## config.mk

```make
export PLATFORM = sky130hd
export DESIGN_NAME = psg_envelope_vibrato_engine_core
export DESIGN_NICKNAME = d
export VERILOG_FILES = /design/src/rtl/core/pev_pkg.sv /design/src/rtl/core/pev_front.sv /design/src/rtl/core/pev_back.sv /design/src/rtl/core/psg_envelope_vibrato_engine_core.sv
export SDC_FILE = /design/constraint.sdc
export NUM_CORES = 2
export LEC_CHECK = 0
export BUFFER_PORTS_ARGS = -buffer_cell sky130_fd_sc_hd__clkbuf_2
export CORE_AREA = 4 4 301 303
export CTS_BUF_LIST = sky130_fd_sc_hd__clkbuf_4 sky130_fd_sc_hd__clkbuf_8 sky130_fd_sc_hd__clkbuf_16
export DETAILED_ROUTE_END_ITERATION = 16
export DIE_AREA = 0 0 305 307
export PLACE_DENSITY = 0.68
export SYNTH_ARGS = -nofsm -noshare
export SYNTH_HDL_FRONTEND = slang
export SYNTH_HIERARCHICAL = 1
export SYNTH_SLANG_ARGS = --single-unit
```

## constraint.sdc

```tcl
create_clock -name clk_i -period 9.8 [get_ports clk_i]
set_input_delay 1.96 -clock clk_i [delete_from_list [all_inputs] [get_ports clk_i]]
set_output_delay 1.96 -clock clk_i [all_outputs]
set_load 0.02 [all_outputs]
```

## src/rtl/core/pev_pkg.sv

```systemverilog
`default_nettype none
package pev_pkg;

  localparam int unsigned ChannelsDefault  = 3;
  localparam int unsigned CountBitsDefault = 16;

  typedef enum logic [3:0] {
    CmdTick    = 4'd0,
    CmdToneWr  = 4'd1,
    CmdPlainWr = 4'd2,
    CmdVolume  = 4'd3,
    CmdAdsr    = 4'd4,
    CmdVibrato = 4'd5,
    CmdToneSet = 4'd6,
    CmdPerc    = 4'd7,
    CmdNoise   = 4'd8
  } cmd_e;

  typedef enum logic [2:0] {
    ModeOff     = 3'd0,
    ModeAttack  = 3'd1,
    ModeDecay   = 3'd2,
    ModeSustain = 3'd3,
    ModeRelease = 3'd4,
    ModeEnabled = 3'd5
  } mode_e;

  typedef enum logic [1:0] {
    BkIdle,
    BkExec,
    BkEmit
  } bk_state_e;

  typedef struct packed {
    logic [3:0]         command;
    logic [1:0]         channel;
    logic [6:0]         address;
    logic [7:0]         data;
    logic signed [15:0] count_a;
    logic [14:0]        count_b;
    logic [14:0]        count_c;
    logic [7:0]         level;
    logic [11:0]        period;
    logic               retrigger;
  } in_item_t;

  typedef struct packed {
    logic [6:0] reg_address;
    logic [7:0] reg_data;
    logic       last;
  } out_item_t;

endpackage
`default_nettype wire

```

## src/rtl/core/pev_front.sv

```systemverilog
`default_nettype none
module pev_front (
  input  logic              clk_i,
  input  logic              rst_ni,
  input  logic              in_valid_i,
  output logic              in_ready_o,
  input  pev_pkg::in_item_t in_item_i,
  output logic              q_valid_o,
  input  logic              q_ready_i,
  output pev_pkg::in_item_t q_item_o
);
  import pev_pkg::*;

  // two-entry queue, unknown commands dropped here
  in_item_t   mem_q [2];
  logic       wp_q, wp_d, rp_q, rp_d;
  logic [1:0] cnt_q, cnt_d;
  logic       push, pop, known;

  assign known      = in_item_i.command <= 4'(CmdNoise);
  assign in_ready_o = cnt_q != 2'd2;
  assign push       = in_valid_i && in_ready_o && known;
  assign q_valid_o  = cnt_q != 2'd0;
  assign pop        = q_valid_o && q_ready_i;
  assign q_item_o   = mem_q[rp_q];

  always_comb begin
    wp_d  = wp_q ^ push;
    rp_d  = rp_q ^ pop;
    cnt_d = cnt_q + {1'b0, push} - {1'b0, pop};
  end

  always_ff @(posedge clk_i or negedge rst_ni) begin
    if (!rst_ni) begin
      wp_q  <= 1'b0;
      rp_q  <= 1'b0;
      cnt_q <= 2'd0;
    end else begin
      wp_q  <= wp_d;
      rp_q  <= rp_d;
      cnt_q <= cnt_d;
    end
  end

  always_ff @(posedge clk_i) begin
    if (push) mem_q[wp_q] <= in_item_i;
  end
endmodule
`default_nettype wire

```

## src/rtl/core/pev_back.sv

```systemverilog
`default_nettype none
module pev_back #(
  parameter int unsigned CHANNELS   = pev_pkg::ChannelsDefault,
  parameter int unsigned COUNT_BITS = pev_pkg::CountBitsDefault
) (
  input  logic               clk_i,
  input  logic               rst_ni,
  input  logic               q_valid_i,
  output logic               q_ready_o,
  input  pev_pkg::in_item_t  q_item_i,
  output logic               out_valid_o,
  input  logic               out_ready_i,
  output pev_pkg::out_item_t out_item_o,
  output logic               busy_o
);
  import pev_pkg::*;

  localparam int unsigned CW = (CHANNELS > 1) ? $clog2(CHANNELS) : 1;
  localparam int unsigned NB = COUNT_BITS;
  localparam logic [NB-1:0] CountMax = {1'b0, {(NB-1){1'b1}}};

  logic [7:0]    vol_q   [CHANNELS];
  logic [11:0]   tp_q    [CHANNELS];
  logic [3:0]    vel_q   [CHANNELS];
  logic          hw_q    [CHANNELS];
  logic          perc_q  [CHANNELS];
  logic [1:0]    pend_q  [CHANNELS];
  mode_e         mode_q  [CHANNELS];
  logic [NB-1:0] ecnt_q  [CHANNELS];
  logic [NB-1:0] atk_q   [CHANNELS];
  logic [NB-1:0] dec_q   [CHANNELS];
  logic [7:0]    sus_q   [CHANNELS];
  logic [NB-1:0] rel_q   [CHANNELS];
  logic          von_q   [CHANNELS];
  logic [NB-1:0] vcnt_q  [CHANNELS];
  logic [NB-1:0] vrate_q [CHANNELS];
  logic [NB-1:0] vdel_q  [CHANNELS];
  logic [7:0]    vdep_q  [CHANNELS];
  logic [7:0]    vstep_q [CHANNELS];
  logic          vdown_q [CHANNELS];

  bk_state_e state_q, state_d;
  in_item_t  it_q;
  logic [CW-1:0] ch_q;   // tick walk channel
  logic [1:0]    ph_q;   // tick phase: 0 env, 1 vib, 2 emit
  logic [1:0]    sub_q;  // emit sub-step within channel
  out_item_t     ob_q;
  logic          ob_v_q;

  function automatic logic [NB-1:0] sat(input logic [15:0] v);
    logic [NB-1:0] r;
    if (NB >= 17) r = NB'(v);
    else if (v > 16'(CountMax)) r = CountMax;
    else r = NB'(v);
    return r;
  endfunction

  // volume application on one channel
  typedef struct packed {
    logic [7:0]    vol;
    logic [3:0]    vel;
    logic          hw;
    logic          setvol;
    mode_e         mode;
    logic [NB-1:0] ecnt;
    logic          vib;
  } av_t;

  function automatic av_t av(input logic [7:0] vb, input mode_e m, input logic [NB-1:0] ec,
      input logic [NB-1:0] a, input logic [NB-1:0] d, input logic [7:0] s,
      input logic [NB-1:0] r, input logic p, input logic von);
    av_t o;
    logic [3:0] v;
    v = vb[3:0];
    o.vel = v; o.hw = vb[4]; o.vib = von; o.mode = m; o.ecnt = ec;
    o.setvol = 1'b0; o.vol = 8'd0;
    if (m != ModeOff) begin
      if (v != 4'd0) begin
        if (a != '0) begin
          o.mode = ModeAttack; o.ecnt = a; o.setvol = 1'b1; o.vol = 8'd0;
        end else if (d != '0) begin
          o.mode = ModeDecay; o.ecnt = d; o.setvol = 1'b1; o.vol = {4'd0, v};
        end else begin
          o.mode = ModeSustain; o.setvol = 1'b1; o.vol = s;
        end
      end else if (r != '0) begin
        o.mode = ModeRelease; o.ecnt = r;
      end else begin
        o.mode = ModeEnabled;
        o.setvol = !p;
      end
    end else begin
      o.setvol = !(v == 4'd0 && p);
      o.vol = {4'd0, v};
    end
    return o;
  endfunction

  logic [CW-1:0] c;
  logic          ok, tc_ok;
  logic [CW-1:0] tc;
  av_t           a_r;
  logic [7:0]    avb;
  logic          tick_done;

  assign c     = ch_q;
  assign tc    = CW'(it_q.address[6:1]);
  assign tc_ok = {26'd0, it_q.address[6:1]} < CHANNELS;
  assign ok    = {30'd0, it_q.channel} < CHANNELS;

  // single shared volume unit, addressed by the item channel
  logic [CW-1:0] ic;
  logic [NB-1:0] rel_in;
  assign ic     = CW'(it_q.channel);
  // noise loads the release count before the volume is reapplied
  assign rel_in = (it_q.command == 4'(CmdNoise) && it_q.data[7:6] != 2'd0) ?
                  sat({1'b0, it_q.count_c}) : rel_q[ic];
  assign avb = (it_q.command == 4'(CmdVolume)) ? it_q.data : {4'd0, vel_q[ic]};
  assign a_r = av(avb, mode_q[ic], ecnt_q[ic], atk_q[ic], dec_q[ic], sus_q[ic], rel_in,
                  perc_q[ic], von_q[ic]);

  // next state
  always_comb begin
    state_d = state_q;
    unique case (state_q)
      BkIdle: if (q_valid_i) state_d = BkExec;
      BkExec: begin
        if (it_q.command == 4'(CmdTick)) begin
          if (tick_done) state_d = BkIdle;
          else if (ph_q == 2'd2 && pend_q[c] != 2'd0) state_d = BkEmit;
        end else if (it_q.command == 4'(CmdToneWr) || it_q.command == 4'(CmdPlainWr) ||
                     it_q.command == 4'(CmdNoise)) begin
          state_d = BkEmit;
        end else begin
          state_d = BkIdle;
        end
      end
      BkEmit: if (!ob_v_q || out_ready_i) begin
        state_d = (it_q.command == 4'(CmdTick)) ? BkExec : BkIdle;
      end
      default: state_d = BkIdle;
    endcase
  end

  // last tick slot with nothing more to send
  logic more_after;
  always_comb begin
    more_after = 1'b0;
    for (int i = 0; i < CHANNELS; i++)
      if (i > int'(c) && pend_q[i] != 2'd0) more_after = 1'b1;
  end
  assign tick_done = ph_q == 2'd2 && pend_q[c] == 2'd0 && !more_after;

  // outputs
  assign q_ready_o   = state_q == BkIdle;
  assign out_valid_o = ob_v_q;
  assign out_item_o  = ob_q;
  assign busy_o      = state_q != BkIdle || ob_v_q;

  logic [NB-1:0] cntm1;
  logic [8:0]    vup, vdn;
  logic [7:0]    stp1;
  logic [12:0]   tpn;
  logic          vdn_n;
  always_comb begin
    cntm1 = (ecnt_q[c] != '0) ? ecnt_q[c] - 1'b1 : '0;
    if (ph_q == 2'd1) cntm1 = (vcnt_q[c] != '0) ? vcnt_q[c] - 1'b1 : '0;
    vup   = {1'b0, vol_q[c]} + 9'd1;
    vdn   = {1'b0, vol_q[c]} - 9'd1;
    stp1  = vstep_q[c] + 8'd1;
    vdn_n = (stp1 >= vdep_q[c]) ? !vdown_q[c] : vdown_q[c];
    tpn   = vdn_n ? {1'b0, tp_q[c]} - 13'd1 : {1'b0, tp_q[c]} + 13'd1;
  end

  always_ff @(posedge clk_i or negedge rst_ni) begin
    if (!rst_ni) begin
      state_q   <= BkIdle;
      ch_q      <= '0;
      ph_q      <= '0;
      sub_q     <= '0;
      ob_v_q    <= 1'b0;
      for (int i = 0; i < CHANNELS; i++) begin
        vol_q[i] <= 8'hff; tp_q[i] <= '0; vel_q[i] <= '0; hw_q[i] <= 1'b0;
        perc_q[i] <= 1'b0; pend_q[i] <= '0; mode_q[i] <= ModeOff; ecnt_q[i] <= '0;
        atk_q[i] <= '0; dec_q[i] <= '0; sus_q[i] <= '0; rel_q[i] <= '0;
        von_q[i] <= 1'b0; vcnt_q[i] <= '0; vrate_q[i] <= '0; vdel_q[i] <= '0;
        vdep_q[i] <= '0; vstep_q[i] <= '0; vdown_q[i] <= 1'b0;
      end
    end else begin
      state_q <= state_d;
      if (ob_v_q && out_ready_i) ob_v_q <= 1'b0;
      unique case (state_q)
        BkIdle: if (q_valid_i) begin
          ch_q <= '0; ph_q <= '0; sub_q <= '0;
        end
        BkExec: begin
          unique case (it_q.command)
            4'(CmdTick): begin
              if (ph_q == 2'd0) begin
                logic [8:0] nv; logic upd;
                upd = 1'b0; nv = '0;
                if (cntm1 == '0) begin
                  if (mode_q[c] == ModeAttack) begin
                    upd = 1'b1;
                    if (vup >= {5'd0, vel_q[c]}) begin
                      nv = {5'd0, vel_q[c]}; mode_q[c] <= ModeDecay; ecnt_q[c] <= dec_q[c];
                    end else begin
                      nv = vup; ecnt_q[c] <= atk_q[c];
                    end
                  end else if (mode_q[c] == ModeDecay) begin
                    upd = 1'b1;
                    if (vol_q[c] == 8'd0 || vdn[7:0] <= sus_q[c]) begin
                      nv = {1'b0, sus_q[c]}; mode_q[c] <= ModeSustain;
                      ecnt_q[c] <= rel_q[c];
                    end else begin
                      nv = vdn; ecnt_q[c] <= dec_q[c];
                    end
                  end else if (mode_q[c] == ModeRelease) begin
                    upd = 1'b1;
                    if (vol_q[c] <= 8'd1) begin
                      nv = '0; mode_q[c] <= ModeEnabled; ecnt_q[c] <= atk_q[c];
                    end else begin
                      nv = vdn; ecnt_q[c] <= rel_q[c];
                    end
                  end else begin
                    ecnt_q[c] <= cntm1;
                  end
                end else begin
                  ecnt_q[c] <= cntm1;
                end
                if (upd && vol_q[c] != {4'd0, nv[3:0]}) begin
                  vol_q[c]  <= {4'd0, nv[3:0]};
                  pend_q[c] <= pend_q[c] | 2'b01;
                end
                if (int'(c) == CHANNELS - 1) begin ch_q <= '0; ph_q <= 2'd1; end
                else ch_q <= c + 1'b1;
              end else if (ph_q == 2'd1) begin
                if (von_q[c]) begin
                  if (cntm1 == '0) begin
                    vcnt_q[c]  <= vrate_q[c];
                    vstep_q[c] <= (stp1 >= vdep_q[c]) ? 8'd0 : stp1;
                    vdown_q[c] <= vdn_n;
                    tp_q[c]    <= tpn[12] ? (vdn_n ? 12'd0 : 12'hfff) : tpn[11:0];
                    pend_q[c]  <= pend_q[c] | 2'b10;
                  end else begin
                    vcnt_q[c] <= cntm1;
                  end
                end
                if (int'(c) == CHANNELS - 1) begin ch_q <= '0; ph_q <= 2'd2; end
                else ch_q <= c + 1'b1;
              end else begin
                if (pend_q[c] != 2'd0) begin
                  ob_v_q <= 1'b1;
                  if (pend_q[c][0] && sub_q == 2'd0) begin
                    ob_q.reg_address <= 7'(8 + int'(c));
                    ob_q.reg_data    <= {3'd0, hw_q[c], vol_q[c][3:0]};
                    if (!pend_q[c][1]) begin
                      pend_q[c] <= '0; sub_q <= '0;
                      ob_q.last <= !more_after;
                      if (int'(c) != CHANNELS - 1) ch_q <= c + 1'b1;
                    end else begin
                      sub_q <= 2'd1;
                      ob_q.last <= 1'b0;
                    end
                  end else if (sub_q != 2'd2) begin
                    ob_q.reg_address <= 7'(2 * int'(c));
                    ob_q.reg_data    <= tp_q[c][7:0];
                    ob_q.last <= 1'b0;
                    sub_q <= 2'd2;
                  end else begin
                    ob_q.reg_address <= 7'(2 * int'(c) + 1);
                    ob_q.reg_data    <= {4'd0, tp_q[c][11:8]};
                    ob_q.last <= !more_after;
                    pend_q[c] <= '0; sub_q <= '0;
                    if (int'(c) != CHANNELS - 1) ch_q <= c + 1'b1;
                  end
                end else if (int'(c) != CHANNELS - 1) begin
                  ch_q <= c + 1'b1;
                end
              end
            end
            4'(CmdToneWr): begin
              if (tc_ok) begin
                if (it_q.address[0]) tp_q[tc][11:8] <= it_q.data[3:0];
                else tp_q[tc][7:0] <= it_q.data;
              end
              ob_v_q <= 1'b1; ob_q <= '{it_q.address, it_q.data, 1'b1};
            end
            4'(CmdPlainWr): begin
              ob_v_q <= 1'b1; ob_q <= '{it_q.address, it_q.data, 1'b1};
            end
            4'(CmdAdsr): if (ok) begin
              if (!it_q.count_a[15]) begin
                mode_q[ic] <= ModeEnabled;
                atk_q[ic] <= sat(it_q.count_a); dec_q[ic] <= sat({1'b0, it_q.count_b});
                sus_q[ic] <= it_q.level; rel_q[ic] <= sat({1'b0, it_q.count_c});
              end else mode_q[ic] <= ModeOff;
            end
            4'(CmdVibrato): if (ok) begin
              if (!it_q.count_a[15]) begin
                von_q[ic] <= 1'b1;
                vrate_q[ic] <= sat(it_q.count_a);
                vdel_q[ic]  <= sat({1'b0, it_q.count_b});
                vcnt_q[ic]  <= sat({1'b0, it_q.count_b});
                vdep_q[ic]  <= it_q.level;
                vstep_q[ic] <= {1'b0, it_q.level[7:1]};
                vdown_q[ic] <= 1'b1;
              end else von_q[ic] <= 1'b0;
            end
            4'(CmdPerc): if (ok) begin
              if ((it_q.data & 8'h81) != 8'd0) begin
                mode_q[ic] <= ModeEnabled; atk_q[ic] <= '0; dec_q[ic] <= '0;
                sus_q[ic] <= {4'd0, vel_q[ic]}; rel_q[ic] <= NB'(1);
              end
              perc_q[ic] <= it_q.data[0];
            end
            default: begin
              // volume, tone set, noise: shared volume unit
              logic app;
              app = (it_q.command == 4'(CmdVolume)) ||
                    (it_q.command == 4'(CmdToneSet) && it_q.retrigger) ||
                    (it_q.command == 4'(CmdNoise) && it_q.data[7]);
              if (it_q.command == 4'(CmdNoise)) begin
                ob_v_q <= 1'b1; ob_q <= '{7'd6, it_q.data & 8'h1f, 1'b1};
                if (ok && (it_q.data & 8'hc0) != 8'd0) rel_q[ic] <= sat({1'b0, it_q.count_c});
              end
              if (ok && it_q.command == 4'(CmdToneSet)) tp_q[ic] <= it_q.period;
              if (ok && app) begin
                vel_q[ic] <= a_r.vel; hw_q[ic] <= a_r.hw;
                if (a_r.vib) begin
                  vcnt_q[ic] <= vdel_q[ic]; vstep_q[ic] <= {1'b0, vdep_q[ic][7:1]};
                  vdown_q[ic] <= 1'b1;
                end
                mode_q[ic] <= a_r.mode; ecnt_q[ic] <= a_r.ecnt;
                if (a_r.setvol) vol_q[ic] <= a_r.vol;
              end
              if (ok) begin
                pend_q[ic] <= pend_q[ic] | {it_q.command == 4'(CmdToneSet),
                                            app && a_r.setvol};
              end
            end
          endcase
        end
        BkEmit: ;
        default: ;
      endcase
    end
  end

  always_ff @(posedge clk_i) begin
    if (state_q == BkIdle && q_valid_i) it_q <= q_item_i;
  end
endmodule
`default_nettype wire

```

## src/rtl/core/psg_envelope_vibrato_engine_core.sv

```systemverilog
`default_nettype none
// back end: a command holds it in the execute state, and in the emit state when it sends a beat
// tick: an envelope walk and a vibrato walk over all channels, then an emit walk; stalls hold it
// throughput: one item at a time in the back end; a 2-beat queue lets the front accept ahead
// tick cost set by the channel walk of the shared envelope/vibrato step and the output register
// reset: asynchronous active low; volumes 255, all other channel state zero, envelopes off
module psg_envelope_vibrato_engine_core #(
  parameter int unsigned CHANNELS   = pev_pkg::ChannelsDefault,
  parameter int unsigned COUNT_BITS = pev_pkg::CountBitsDefault
) (
  input  logic               clk_i,
  input  logic               rst_ni,
  input  logic               in_valid_i,
  output logic               in_ready_o,
  input  pev_pkg::in_item_t  in_item_i,
  output logic               out_valid_o,
  input  logic               out_ready_i,
  output pev_pkg::out_item_t out_item_o
);
  import pev_pkg::*;

  logic     q_valid, q_ready, busy;
  in_item_t q_item;

  pev_front u_front (
    .clk_i, .rst_ni, .in_valid_i, .in_ready_o, .in_item_i,
    .q_valid_o(q_valid), .q_ready_i(q_ready), .q_item_o(q_item)
  );

  pev_back #(.CHANNELS(CHANNELS), .COUNT_BITS(COUNT_BITS)) u_back (
    .clk_i, .rst_ni, .q_valid_i(q_valid), .q_ready_o(q_ready), .q_item_i(q_item),
    .out_valid_o, .out_ready_i, .out_item_o, .busy_o(busy)
  );

  a_out_busy: assert property (@(posedge clk_i) disable iff (!rst_ni) out_valid_o |-> busy)
    else $error("output beat without busy back end");
  a_hold: assert property (@(posedge clk_i) disable iff (!rst_ni)
    out_valid_o && !out_ready_i |=> out_valid_o && $stable(out_item_o))
    else $error("output beat changed while stalled");
endmodule
`default_nettype wire

```

Word-level counts from Yosys, hierarchy flattened
Memories as Yosys holds them, arrays and structs flattened. A register that Yosys moved wholly into a read port is not among the register bits.
Index checks and enable logic that the tools add are counted.
{"block": "word_totals", "out_inout_bits": 18, "mem_count": 1, "regBits": 536, "ramBits": 176, "elab_cells": 650}
{"block": "classes", "n_reduce_logical": 93, "bitwise": 40, "n_addsub": 12, "n_mux": 363, "n_lt_le_gt_ge": 16, "n_eq_ne": 57}
{"memory": "u_front.mem_q", "depth": 2, "width": 88, "rd": 1, "rd_ports_with_merged_regs": 1, "wr": 1, "line_no": "pev_front.sv:15", "rtl": "in_item_t mem_q [2];"}
{"cell": "$mux W48", "n": 31}
{"cell": "$mux W16", "n": 56}
{"cell": "$bwmux W48", "n": 15}
{"cell": "$mux W24", "n": 16}
{"cell": "$bmux W16 S2", "n": 11}
{"cell": "$pmux W48 S2", "n": 3}
{"cell": "$pmux W48 S3", "n": 2}
{"cell": "$mux W36", "n": 7}
{"cell": "$bwmux W24", "n": 8}
{"cell": "$mux W8", "n": 20}
{"cell": "$bwmux W36", "n": 4}
{"cell": "$mux W9", "n": 13}
{"cell": "$pmux W36 S3", "n": 1}
{"cell": "$and A48 B48 Y48", "n": 2}
{"cell": "$bmux W8 S2", "n": 6}
{"cell": "$demux W12 S2", "n": 4}
{"cell": "$pmux W24 S2", "n": 2}
{"cell": "$mux W12", "n": 7}
{"cell": "$reduce_bool A16 Y1", "n": 5}
{"cell": "$pmux W24 S3", "n": 1}
{"cell": "$mux W2", "n": 33}
{"cell": "$demux W16 S2", "n": 2}
{"cell": "$mux W4", "n": 15}
{"cell": "$mux W6", "n": 10}
{"cell": "110 further kinds", "n": 307}

Longest topological paths before layout
{"block": "logic_depth", "ltp_word": 19, "depth_mapped": 38, "ltp_nobuf": 26}

Hierarchy
Netlist, hierarchy kept.
{"module": "pev_back", "n_inst": 1, "area_each_um2": 36974.2, "seq_area_each_um2": 15915.3, "cells_per_inst": 4214}
{"module": "pev_front", "n_inst": 1, "area_each_um2": 6608.8, "seq_area_each_um2": 5385.2, "cells_per_inst": 294}

Worst setup path after synthesis
Ideal clock, no wire load.
{"block": "synth_path", "path_kind": "register -> register", "start": "register u_back.ch_q[0], in the netlist u_back/c[0]", "end": "register u_back/tp_q[17] in the netlist's numbering", "stages_incl_launch_ff": 37, "setup_ns": 0.130, "slack_ns": 1.363, "required_time_ns": 9.670, "synth_period_minus_slack_ns": 8.437, "t_arrival_ns": 8.307, "cell_sequence": "dfrtp_1 buf_4 buf_6 buf_6 buf_6 buf_2 clkbuf_1 buf_1 buf_1 buf_1 buf_1 mux2i_1 o21ai_0 ha_1 nand2b_1 a21o_1 a21o_1 a21oi_1 nor2b_1 o21ai_0 a211o_1 buf_1 xnor2_1 inv_1 ha_1 nor2b_1 o21ai_0 a21boi_0 o21ai_0 a21oi_1 a31oi_1 nand2b_1 a21oi_1 nor2_1 o21ai_0 a222oi_1 o2bb2ai_1"}
{"block": "synth_between", "elab_chain_len": 15, "elab_cells_between_ends": 53, "classes_between": "add/sub (5); order compare (3); eq/ne (2); mux (36); bitwise (1); reduce/logical (6)"}
{"item": "from (decl)", "line_no": "pev_back.sv:44", "rtl": "logic [CW-1:0] ch_q;"}
{"item": "from (signal assigned)", "line_no": "pev_back.sv:236", "rtl": "else ch_q <= c + 1'b1;"}
{"item": "from (signal assigned)", "line_no": "pev_back.sv:250", "rtl": "else ch_q <= c + 1'b1;"}
{"item": "from (signal assigned)", "line_no": "pev_back.sv:278", "rtl": "ch_q <= c + 1'b1;"}
{"item": "$not A2 Y3 (*)"}
{"item": "$bmux W8 S2", "line_no": "pev_back.sv:170", "rtl": "stp1 = vstep_q[c] + 8'd1;"}
{"item": "$mux W8 (implied by the code) (2 in a row)", "line_no": "pev_back.sv:170"}
{"item": "$add A8 B1 Y8", "line_no": "pev_back.sv:170"}
{"item": "$ge A8 B8 Y1", "line_no": "pev_back.sv:171", "rtl": "vdn_n = (stp1 >= vdep_q[c]) ? !vdown_q[c] : vdown_q[c];"}
{"item": "$mux W1", "line_no": "pev_back.sv:171"}
{"item": "$mux W13 or $mux W12 (tied branches)", "line_no": "pev_back.sv:172, pev_back.sv:243"}
{"item": "$mux W12", "line_no": "pev_back.sv:243", "rtl": "tp_q[c] <= tpn[12] ? (vdn_n ? 12'd0 : 12'hfff) : tpn[11:0];"}
{"item": "$bwmux W36", "line_no": "pev_back.sv:243"}
{"item": "$mux W36", "line_no": "pev_back.sv:239", "rtl": "if (cntm1 == '0) begin"}
{"item": "$mux W36", "line_no": "pev_back.sv:238", "rtl": "if (von_q[c]) begin"}
{"item": "$mux W36", "line_no": "pev_back.sv:237", "rtl": "end else if (ph_q == 2'd1) begin"}
{"item": "$mux W36", "line_no": "pev_back.sv:199", "rtl": "if (ph_q == 2'd0) begin"}
{"item": "$pmux W36 S3", "line_no": "pev_back.sv:197", "rtl": "unique case (it_q.command)"}
{"item": "to (signal, indexed assignment)", "line_no": "pev_back.sv:243"}
{"item": "to (signal, indexed assignment)", "line_no": "pev_back.sv:284", "rtl": "if (it_q.address[0]) tp_q[tc][11:8] <= it_q.data[3:0];"}
{"item": "to (signal, indexed assignment)", "line_no": "pev_back.sv:285", "rtl": "else tp_q[tc][7:0] <= it_q.data;"}
{"item": "to (decl)", "line_no": "pev_back.sv:23", "rtl": "logic [11:0] tp_q [CHANNELS];"}
Every way passes the cells marked *; elsewhere a longest branch is shown, timed or not. The select of a mux whose other input is x is not followed.
A chain may end at the register's enable or synchronous reset.

Worst setup path after layout
{"block": "layout_path", "start": "register u_back.ch_q[1], in the netlist u_back/c[1]", "end": "register u_back/tp_q[7] in the netlist's numbering"}
The elaborated chain is that of the path after synthesis.

==> results.yml <==
outcome:
  status: "finished clean"
timing:
  fin_crit_sh_pct: 81.2
  fin_setup_tns_ns: 0
  rsz0062_at_grt: "no"
  final-hold-violation-count: 0
  worst_slew_pin_slew_ns: 1.46
  max_freq_mhz: 126
  slew_violations: 0
  clock-skew-final_ns: 0.0455
  min_period_ns: 7.96
  finalSetupViolCount: 0
  relSlewSlack_pct: 1.82
synthesis:
  syn_avg_cell_area_um2: 9.67
  ys_warn_count: 6
  synthesis.instances: 4507
  syn_nets: 4644
  syn_area_mm2: 0.0436
clocking:
  cts_resized: 0
  cts_tree: "built"
  cts_htree_levels: 3
  cts_sinks: 794
  cts_inserted_buffers: 87
  postCtsSetupRepairBufs: 0
  clock_latency_ns: 0.69
  cts_root_buffer: "clkbuf_16"
  max-clock-path-buffers: 3
  path_clk_slew_ns: 0.07
  cts_hold_buffers: 0
die:
  die-area_mm2: 0.0936
  rows: 109
  dieHeight_um: 307
  core_area_mm2: 0.0880
  io_pins: 110
  start_util_pct: 49.5
  die_width_um: 305
min_path:
  worst_hold_path.num_cells: 2
  hold_class: "register to register"
detailed_routing:
  drt_wl_total_mm: 146
  vias_per_cell: 6.56
  drt_pass1_iterations: 8
  route.vias.total: 37412
  wl_per_cell_um: 25.6
  drt_iter0_markers: 5038
  dr.max_layer_used: "met5"
  post-route-drc-count: 0
  routed-wl-met3_mm: 17.6
  wl_met1_mm: 59.0
  postRouteAntennaNets: 0
  met2_length_mm: 63.6
setup_path:
  cp.arrival_ns: 8.48
  crit_fanout: 32
  worstRegToRegCells: 26
  crit_type: "register to register"
  required_ns: 10.31
  end_kind: "register"
  cpMostUsedCell: "o21ai_0"
  slowest_delay_ns: 0.86
  start_kind: "register"
  cp_slowest_cell: "nor2b_4"
global_route:
  grt_overflow: 0
  grt_pass1_vias: 35672
  antenna_found_initial: 5
  groute.usage.overall_pct: 30.3
  grt_pass1_wl_mm: 222
  grt_start_max_net_pins: 144
place:
  place.gp.congestion: 0.989
  place_hpwl_mm: 95.2
  port_buffers: 109
layout:
  fill_cells: 7775
  nNetsFinal: 4596
  drive_above_1_share_pct: 15.5
  syn_to_final_growth_pct: 10.5
flow_run:
  cap_viol_max_count: 0
[worst max-delay path, delay by kind of cell, from the launching register on]
family / cells / cell delay [ns]
adders and majority gates: 3 / 0.96
and+or+nand+nor: 6 / 1.91
DFF: 1 / 0.67
AOI/OAI and AO/OA: 14 / 2.78
buffers and inverters: 1 / 0.48
xor gates and xnor gates: 2 / 0.94
[layout by cell type, fill, tap and decap left out, types with 71 or more instances in the layout]
cell type,n
edfxtp_1,280
mux2i_1,211
a31oi_1,176
o22ai_1,122
a21oi_1,254
clkbuf_16,87
buf_4,91
a22o_1,71
nor2_1,250
dfrtp_1,487
nand2_1,807
clkbuf_2,108
o21ai_0,479
mux2_2,229
[per-layer routing]
| layer | up-vias | track usage [%] |
|---|---|---|
| met5 | - | 0 |
| met4 | 4 | 11.9 |
| li1 | 16481 | - |
| met2 | 2303 | 45.3 |
| met1 | 18195 | 42.5 |
| met3 | 429 | 7.89 |
[through the flow]
step | utilization [%] | instance area, um^2 | hold slack (ns) | setup WS [ns] | std cells
after global routing | 54.7 | 48200 | 0.504 | 1.12 | 5698
final | 54.7 | 48200 | 0.485 | 1.84 | 5699
after detailed placement | 51.3 | 45100 | 0.472 | 2.00 | 5535
after global placement | 51.3 | 45100 | 0.467 | 2.04 | 5535
after floorplan | - | 43600 | 0.449 | 1.36 | 4507
after CTS | 54.7 | 48200 | 0.487 | 1.96 | 5698
[area by class of cell]
class,instances,area (um^2),area share (%)
inverter,35,131,0.273
tap,1165,1460,3.03
clock buffer,122,2510,5.22
timing repair buffer,203,1300,2.70
sequential,794,21300,44.3
multi-input combinational,3338,20900,43.4
antenna,1,2.50,0.00520
clock inverter,41,522,1.08
[path summary, 6_finish.rpt]
check | slack [ns] | from | to
max | 1.84 | u_back/c[1]$_DFFE_PN0P_ | u_back/tp_q[7]$_DFFE_PN0P_
min | 0.49 | u_back/vstep_q[15]$_DFFE_PN0P_ | u_back/vstep_q[15]$_DFFE_PN0P_
max reg2reg | 1.84 | u_back/c[1]$_DFFE_PN0P_ | u_back/tp_q[7]$_DFFE_PN0P_
min reg2reg | 0.49 | u_back/vstep_q[15]$_DFFE_PN0P_ | u_back/vstep_q[15]$_DFFE_PN0P_
max in group asynchronous | 6.59 | rst_ni | u_back/c[0]$_DFFE_PN0P_
min in group asynchronous | 1.22 | rst_ni | u_back/vdel_q[32]$_DFFE_PN0P_
[sequential cells by signal, summed over array words and instances, names as in the netlist, 48 cells and up, named ones only]
name,cells
u_back/vcnt_q,48
u_back/rel_q,48
u_back/ecnt_q,48
u_back/dec_q,48
u_front/mem_q,176
u_back/atk_q,48
u_back/it_q,86
Power is not shown: default switching activity piles up to over one toggle a cycle in this logic, so the estimate is an artifact.
